`src/rtl/cfb_pkg.sv`:
```
// Shared types, constants and the CRC-8 byte update for the CRC-8 CR/LF frame builder.
// No dependencies; imported by every module of the block.
package cfb_pkg;

	localparam logic [7:0] CRC_POLY = 8'h85;
	localparam logic [7:0] CHAR_CR  = 8'd13;
	localparam logic [7:0] CHAR_LF  = 8'd10;

	// Trailer sequencer, one-hot
	typedef enum logic [3:0] {
		ST_IDLE = 4'b0001,
		ST_CHK  = 4'b0010,
		ST_CR   = 4'b0100,
		ST_LF   = 4'b1000
	} cfb_state_t;

	// Input transfer event, from framer to remainder logic
	typedef struct packed {
		logic accept;
		logic last;
	} cfb_xfer_t;

	// Non-augmented division: shift each message bit in at bit 0, MSB first
	function automatic logic [7:0] crc8_absorb(input logic [7:0] rem, input logic [7:0] msg);
		logic [7:0] r;
		logic       top;
		r = rem;
		for (int k = 7; k >= 0; k--) begin
			top = r[7];
			r   = {r[6:0], msg[k]};
			if (top) begin
				r = r ^ CRC_POLY;
			end
		end
		return r;
	endfunction

endpackage

```
`src/rtl/cfb_crc.sv`:
```
// Remainder register and start-value register of the frame builder.
// Depends on cfb_pkg for the byte update function and the transfer struct.
module cfb_crc import cfb_pkg::*; (
	input  logic      clk,
	input  logic      arst_n,
	input  logic      cfg_we,
	input  logic [7:0] cfg_wdata,
	input  cfb_xfer_t xfer,
	input  logic [7:0] data_byte,
	output logic [7:0] check_byte
);

	logic [7:0] crc_start_q;
	logic [7:0] remainder_q;

	assign check_byte = crc8_absorb(remainder_q, data_byte);

	always_ff @(posedge clk or negedge arst_n) begin
		if (!arst_n) begin
			crc_start_q <= '0;
			remainder_q <= '0;
		end else if (cfg_we) begin
			// restart the running check from the new start value
			crc_start_q <= cfg_wdata;
			remainder_q <= cfg_wdata;
		end else if (xfer.accept) begin
			remainder_q <= xfer.last ? crc_start_q : check_byte;
		end
	end

endmodule

```
`src/rtl/cfb_framer.sv`:
```
// Output register and trailer sequencer (check byte, CR, LF) of the frame builder.
// Depends on cfb_pkg for the state type, character constants and transfer struct.
module cfb_framer import cfb_pkg::*; (
	input  logic       clk,
	input  logic       arst_n,
	input  logic       in_valid,
	output logic       in_ready,
	input  logic [7:0] in_byte,
	input  logic       in_last,
	input  logic [7:0] check_byte,
	output cfb_xfer_t  xfer,
	output logic       out_valid,
	input  logic       out_ready,
	output logic [7:0] out_byte,
	output logic       out_eof
);

	cfb_state_t state_q;
	logic       out_valid_q;
	logic [7:0] out_byte_q;
	logic       out_eof_q;
	logic [7:0] chk_q;
	logic       load;

	// output register is free when empty or being drained this cycle
	assign load     = !out_valid_q || out_ready;
	assign in_ready = load && (state_q == ST_IDLE);

	assign xfer.accept = in_valid && in_ready;
	assign xfer.last   = in_last;

	assign out_valid = out_valid_q;
	assign out_byte  = out_byte_q;
	assign out_eof   = out_eof_q;

	always_ff @(posedge clk or negedge arst_n) begin
		if (!arst_n) begin
			state_q     <= ST_IDLE;
			out_valid_q <= 1'b0;
		end else if (load) begin
			unique case (state_q)
				ST_IDLE: begin
					out_valid_q <= in_valid;
					if (in_valid && in_last) begin
						state_q <= ST_CHK;
					end
				end
				ST_CHK: begin
					out_valid_q <= 1'b1;
					state_q     <= ST_CR;
				end
				ST_CR: begin
					out_valid_q <= 1'b1;
					state_q     <= ST_LF;
				end
				ST_LF: begin
					out_valid_q <= 1'b1;
					state_q     <= ST_IDLE;
				end
				default: begin
					out_valid_q <= 1'b0;
					state_q     <= ST_IDLE;
				end
			endcase
		end
	end

	always_ff @(posedge clk) begin
		if (xfer.accept) begin
			chk_q <= check_byte;
		end
		if (load) begin
			unique case (state_q)
				ST_IDLE: begin
					out_byte_q <= in_byte;
					out_eof_q  <= 1'b0;
				end
				ST_CHK: begin
					out_byte_q <= chk_q;
					out_eof_q  <= 1'b0;
				end
				ST_CR: begin
					out_byte_q <= CHAR_CR;
					out_eof_q  <= 1'b0;
				end
				ST_LF: begin
					out_byte_q <= CHAR_LF;
					out_eof_q  <= 1'b1;
				end
				default: begin
					out_byte_q <= in_byte;
					out_eof_q  <= 1'b0;
				end
			endcase
		end
	end

endmodule

```
`src/rtl/crc8_crlf_frame_builder_unit.sv`:
```
// Top level of the CRC-8 CR/LF frame builder: stream ports, remainder logic, framer.
// Depends on cfb_pkg, cfb_crc and cfb_framer.
//
// Payload bytes enter on the s_axis stream and leave unchanged on m_axis through
// the output register, one transfer per cycle while m_axis_tready is high and no trailer is being sent.
// Each byte is folded into an 8-bit remainder (polynomial 0x85, MSB first,
// non-augmented, no zero flush). On the byte marked with s_axis_tlast the block
// appends the remainder, CR and LF, asserts m_axis_tlast on the LF and reloads
// the remainder from crc_start. After a last byte the trailer sequencer holds
// s_axis_tready low while it emits the three trailer bytes through the
// single output register. Write crc_start with cfg_we/cfg_wdata while the stream
// is idle; the write also reloads the running remainder at once. Frames always
// hold at least one byte.
module crc8_crlf_frame_builder_unit import cfb_pkg::*; (
	input  logic       clk,
	input  logic       arst_n,
	// configuration: crc_start
	input  logic       cfg_we,
	input  logic [7:0] cfg_wdata,
	// payload in
	input  logic       s_axis_tvalid,
	output logic       s_axis_tready,
	input  logic [7:0] s_axis_tdata,   // [7:0] data_byte
	input  logic       s_axis_tlast,   // last_byte
	// framed bytes out
	output logic       m_axis_tvalid,
	input  logic       m_axis_tready,
	output logic [7:0] m_axis_tdata,   // [7:0] out_byte
	output logic       m_axis_tlast    // end_of_frame
);

	cfb_xfer_t  xfer;
	logic [7:0] check_byte;

	// Running remainder; check_byte is the remainder after the current byte
	cfb_crc u_crc (
		.clk        (clk),
		.arst_n     (arst_n),
		.cfg_we     (cfg_we),
		.cfg_wdata  (cfg_wdata),
		.xfer       (xfer),
		.data_byte  (s_axis_tdata),
		.check_byte (check_byte)
	);

	// Output register and trailer burst
	cfb_framer u_framer (
		.clk        (clk),
		.arst_n     (arst_n),
		.in_valid   (s_axis_tvalid),
		.in_ready   (s_axis_tready),
		.in_byte    (s_axis_tdata),
		.in_last    (s_axis_tlast),
		.check_byte (check_byte),
		.xfer       (xfer),
		.out_valid  (m_axis_tvalid),
		.out_ready  (m_axis_tready),
		.out_byte   (m_axis_tdata),
		.out_eof    (m_axis_tlast)
	);

endmodule

```
`config.mk`:
```
export PLATFORM = sky130hd
export DESIGN_NAME = crc8_crlf_frame_builder_unit
export DESIGN_NICKNAME = d
export VERILOG_FILES = /design/src/rtl/cfb_pkg.sv /design/src/rtl/cfb_crc.sv /design/src/rtl/cfb_framer.sv /design/src/rtl/crc8_crlf_frame_builder_unit.sv
export SDC_FILE = /design/constraint.sdc
export NUM_CORES = 1
export LEC_CHECK = 0
export BUFFER_PORTS_ARGS = -buffer_cell sky130_fd_sc_hd__buf_2
export CAP_MARGIN = 10
export CORE_MARGIN = 1
export CORE_UTILIZATION = 30
export DETAILED_ROUTE_END_ITERATION = 16
export PLACE_DENSITY = 0.52
export RECOVER_POWER = 50
export REMOVE_ABC_BUFFERS = 1
export SETUP_SLACK_MARGIN = 0.5
export SYNTH_ARGS = -nofsm -noshare
export SYNTH_HDL_FRONTEND = slang
export SYNTH_SLANG_ARGS = --single-unit
export TNS_END_PERCENT = 10
```
`constraint.sdc`:
```
create_clock -name clk -period 2 [get_ports clk]
set_input_delay 0.4 -clock clk [delete_from_list [all_inputs] [get_ports clk]]
set_output_delay 0.4 -clock clk [all_outputs]
set_load 0.02 [all_outputs]
```
After elaboration in Yosys (flattened, before gate mapping):

Index checks and enable logic that the tools add are counted.
Widths: inputs -> output; s select.

* reductions and logical operators: 8
* equality and inequality tests: 5
* bitwise gates (word level): 8
* muxes and demuxes: 16

Operators with widths (number)
* $mux 8: 11
* $not 3->3: 8
* $pmux 8 s3: 1
* $pmux 4 s3: 1
* $eq 4x1->1 const B: 1
* $eq 4x2->1 const B: 1
* $eq 4x3->1 const B: 1
* $eq 4x4->1 const B: 1
* $mux 4: 1
* $logic_and 1x1->1: 3
* $reduce_or 3->1: 1
* $ne 2x2->1 const B: 1
* $pmux 1 s2: 1
* $reduce_and 2->1: 1
* $reduce_bool 2->1: 1
* $logic_not 1->1: 1
* $logic_or 1x1->1: 1
* $mux 1: 1

* input port bits: 22
* bits in registers: 38
* output and inout bits: 11
* word-level logic and storage cells: 44

Longest topological paths before layout:

* word-level depth: 19
* mapped depth: 8
* gate-level depth less buffers: 6

Hierarchy:

A second synthesis with hierarchy kept.

* cells, all modules: 175
* area, all modules: 1981.9 sq um

Modules (own cells, without submodules)
* cfb_framer: seq. area each 636.9 sq um, area each 1006.0 sq um, instances 1, cells an instance 75
* cfb_crc: seq. area each 400.4 sq um, area each 975.9 sq um, instances 1, cells an instance 100

Worst setup path before layout:

Ideal clock, no wire load.

* path kind: register to register
* from: reg u_framer.state_q[0]
* to: reg u_crc.remainder_q[7]
* path slack: 0.004 ns
* library setup time: 0.125 ns
* data required time: 1.875 ns
* stages on the path, launching flop included: 9
* clock period less this slack: 1.996 ns
* buffers on the path: 2
* arrival time: 1.871 ns
* path through: dfstp_2 > clkbuf_1 > nand2_1 > or4_4 > buf_6 > clkinv_1 > o21ai_0 > a21oi_1 > o21ai_1

RTL lines
* start: declaration: line cfb_framer.sv:18 `cfb_state_t state_q;`
* start signal: assignment: line cfb_framer.sv:38 `state_q <= ST_IDLE;`
* start signal: assignment: line cfb_framer.sv:45 `state_q <= ST_CHK;`
* start signal: assignment: line cfb_framer.sv:50 `state_q <= ST_CR;`
* end signal: assignment: line cfb_crc.sv:25 `remainder_q <= cfg_wdata;`
* end signal: assignment: line cfb_crc.sv:27 `remainder_q <= xfer.last ? crc_start_q : check_byte;`
* end: declaration: line cfb_crc.sv:14 `logic [7:0] remainder_q;`

Final worst setup path:

* from: reg u_framer.state_q[2]
* to: reg u_crc.remainder_q[1]

* cells in the longest elaborated chain, start to end: 4

RTL lines
* $eq 4x1->1: line cfb_framer.sv:27 `assign in_ready = load && (state_q == ST_IDLE);`
* $logic_and 1x1->1: line cfb_framer.sv:27
* $logic_and 1x1->1: line cfb_framer.sv:29 `assign xfer.accept = in_valid && in_ready;`
* $reduce_bool 2->1 (no source line)

No other way between the ends.
A chain may end at the register's enable or synchronous reset.

==> impl_results.md <==
* Cells after synthesis at approximately 180
* Via count at between 1000 and 1500
* Fill count at around 630
* Hold Crit Start: cfg_wdata[4]
* # DRC at 0
* Skew final at 0.00347 ns
* Worst r2r src: u_framer.state_q[2]$_DFFE_PN0P_
* Ant. Diodes at 0
* Max Cap Violations at 0
* # placed instances at 287
* PortBufs at 32
* Critical Path AT at between 2 and 2.5 ns
* Overall routed net length at around 4000 microns
* Logic gate share of total power at between 40% and 50%
* Syn avg cell area at roughly 10 sq um
* Yosys reg bits at 38
* M1 GR Usage at 16.4%
* HP Class: input pin to flop
* Layout Cells excl Fill at between 200 and 300
* Footprint of the multi-input gates at just over 800 sq um
* RePlAce Congestion at just under 0.8
* Fin util at about two fifths
* YS warnings at 0
* DR WL/cell at between 10 and 15 microns
* Total core area at 6060 sq um
* Max clock buf depth at 2
* Lkg Pwr at roughly 0.95 nW
* Critical path type: flop to flop
* Share of cells above drive strength 1 at about a fifth
* Switching Power at 1.18 mW
* Final Hold Viols at 0
* Final antenna-violating net count at 0
* Outcome: completed
* Setup repair after global routing missed its margin: true
* Die H at 82.2 microns
* Die Wd at slightly above 80 microns
* Largest net degree at the start of global routing at 27
* WP data required at between 2 and 2.5 ns
* CTS tree: yes
* Slew Limit Fails at 0
* Worst-Skew Late Latency at about 0.29 ns
* Drt initial violations at 34
* Critical Path Start Type: flop
* Max Fclk at approximately 520 MHz
* Worst Tran Pin Value at about 1.2 ns
* Die area at roughly 6800 sq um
* Hold_buf cts at 0
* Vias per cell at 4.78
* CTS H-Tree Depth at 2
* Critical path capture point type: flop
* GRT met3 Usage at 3.96%
* Total track usage at 13.2%
* Largest area contributor in the netlist: edfxtp_1
* Io pins at 33
* GRT met2 Usage at slightly above 20%
* Vias in the first global route at between 1000 and 1500
* Netlist cell types at 32
* Clk sinks at 38
* Post-route minimum period at ~1.9 ns
* Setup TNS Final at 0 ns
* First-pass detailed-route iteration total at 5
* Storage element area at just over 1000 sq um
* Yosys top cell area share at a little over a quarter
* Synthesized cell area at roughly 1900 sq um
* Critical path launch point: u_framer.state_q[2]$_DFFE_PN0P_
* Final period util at 95.7%
* Sequential share of the synthesized area at between 50 and 60%
* Total power at 3.37 mW
* Starting Density at between 30% and 40%
* Sw frac at a little over a third
* GRT busiest layer: met2
* Max FO, Critical Path at 8
* Pwr dens at between 1000 and 1500 nW/um^2
* Final nets at ~240
* P&R area growth vs syn at 20.6%
* Rows at 28
* VDD IR-drop max at around 0.57 mV
* Top post-synthesis cells by area: edfxtp_1 (26%), dfrtp_1 (26%), xnor2_1 (8.6%)
* Clk pwr share at a little under a quarter
* CTS Root Cell: clkbuf_8
* Reg clk slew, reported paths at roughly 0.080 ns
* Hold slack at between 0.3 and 0.4 ns
* Total gr overflow at 0
* Initial antenna violation count at 0
* DP Wirelength at just under 3000 microns
* Final setup vio count at 0
* First-pass GRT wire length at between 6000 and 7000 microns
* Max_slew headroom at ~17%
* Inserted Clock Buffers at 5
* Sequential Power Share at a little under two fifths
* Internal power at 2.19 mW
## power by group through the flow
stage / clock, mW / sequential [mW] / combinational, mW
after detailed placement: 0 / 1.28 / 1.33
after global placement: 0 / 1.27 / 1.33
after CTS: 0.797 / 1.25 / 1.39
final: 0.769 / 1.25 / 1.36
after global routing: 0.827 / 1.27 / 1.51
after floorplan: 0 / 1.37 / 0.863
## final cells by class
class | instances | share of cell area, %
clock buffers | 5 | 2.96
flip-flops and latches | 38 | 44.6
inverters | 13 | 2.31
well taps | 75 | 4.03
multi-input cells | 124 | 34.9
repair buffers | 39 | 8.44
clock inverters | 3 | 2.74
## critical path: stages (launching register included)
cell,delay [ns]
dfrtp_1,0.38
or2_4,0.27
or4_4,0.61
or3_4,0.37
o21a_1,0.17
## layer usage
layer / vias to the layer above / share of wire [%]
met1: 652 / 47
met5: - / 0
met2: 48 / 47
met4: 0 / 1.1
li1: 715 / -
met3: 4 / 5.4
## per-stage QoR
stage                     instance area [sq um]  setup slack, ns
after global placement                     2180           0.0603
after global routing                       2330           0.0470
after detailed placement                   2180         -0.00401
final                                      2330           0.0858
after floorplan                            1890           0.0402
after CTS                                  2340           0.0929
## registers in the layout, indices dropped and copies added, names as in the netlist
register	flops
u_crc.crc_start_q	8
u_framer.chk_q	8
u_framer.out_byte	8
u_crc.remainder_q	8
u_framer.out_valid	1
u_framer.out_eof	1
u_framer.state_q	4
## what timing repair did
item | in CTS | in global routing
buffers inserted | 2 | 0
endpoints found under the setup margin | 21 | 23
resized for setup | 3 | 3
## cell usage in the layout (no fill, tap or decap)
| cell type | n |
|---|---|
| buf_2 | 22 |
| dfrtp_1 | 20 |
| xnor2_1 | 19 |
| edfxtp_1 | 17 |
| o21ai_0 | 15 |
| nand2_1 | 13 |
| inv_1 | 11 |
| a21oi_1 | 11 |
| clkbuf_1 | 11 |
| nor2_1 | 10 |
| a22o_1 | 7 |
| xor2_1 | 6 |
| buf_4 | 6 |
| o31ai_1 | 5 |
| nand2b_1 | 5 |
| clkbuf_8 | 5 |
| o211ai_1 | 4 |
| nand3_1 | 4 |
| nor2b_1 | 4 |
| o21ai_1 | 4 |
| mux2_2 | 3 |
| clkinv_1 | 2 |
| a211oi_1 | 2 |
| bufinv_16 | 2 |
| nor4b_1 | 1 |
| and3_1 | 1 |
| or2_4 | 1 |
| nor3_1 | 1 |
| a21o_1 | 1 |
| nor4_2 | 1 |
| or4_4 | 1 |
| clkinv_4 | 1 |
| or3_4 | 1 |
| nor3_2 | 1 |
| o21a_1 | 1 |
| nor4_1 | 1 |
| a211o_1 | 1 |
| dfstp_2 | 1 |
## cell usage after synthesis
cell and count:
a211oi_1 2, a211o_1 1, o31ai_1 5, dfstp_2 1, nor2_1 10, o21a_1 1
buf_6 1, a22o_1 7, or2_4 1, nor4b_1 1, nand2_1 13, and3_1 1
clkinv_1 2, mux2_2 3, dfrtp_1 20, or4_4 1, xor2_1 6, nor4_1 2
clkbuf_1 8, or3_4 1, o21ai_0 17, a21o_1 1, inv_1 11, nand2b_1 5
edfxtp_1 17, xnor2_1 19, o211ai_1 4, nor2b_1 4, nand3_1 4, a21oi_1 11
o21ai_1 2, nor3_1 2
## cell families (layout without fill, tap and decap cells)
kind of cell           Yosys count  count (layout)  share of synthesized area (%)
AO/OA/AOI/OAI                   51              51                           16.5
XOR/XNOR                        25              25                           11.3
buffers and inverters           22              60                           4.67
flip-flops                      38              38                           53.8
multiplexers                     3               3                           1.75
AND/OR/NAND/NOR                 45              45                           12.0
## path summary, 6_finish.rpt
path	depth (start not counted)	end	slack, ns
hold reg to reg	1	u_crc.crc_start_q[3]$_DFFE_PN0P_	0.50
setup reg to reg	4	u_crc.remainder_q[1]$_DFFE_PN0P_	0.09
hold / removal	3	u_crc.remainder_q[4]$_DFFE_PN0P_	0.33
min in group asynchronous	1	u_framer.state_q[1]$_DFFE_PN0P_	0.35
setup / recovery	4	u_crc.remainder_q[1]$_DFFE_PN0P_	0.09
max in group asynchronous	1	u_crc.crc_start_q[4]$_DFFE_PN0P_	0.92
No activity file was read; power rests on OpenSTA's default activity.
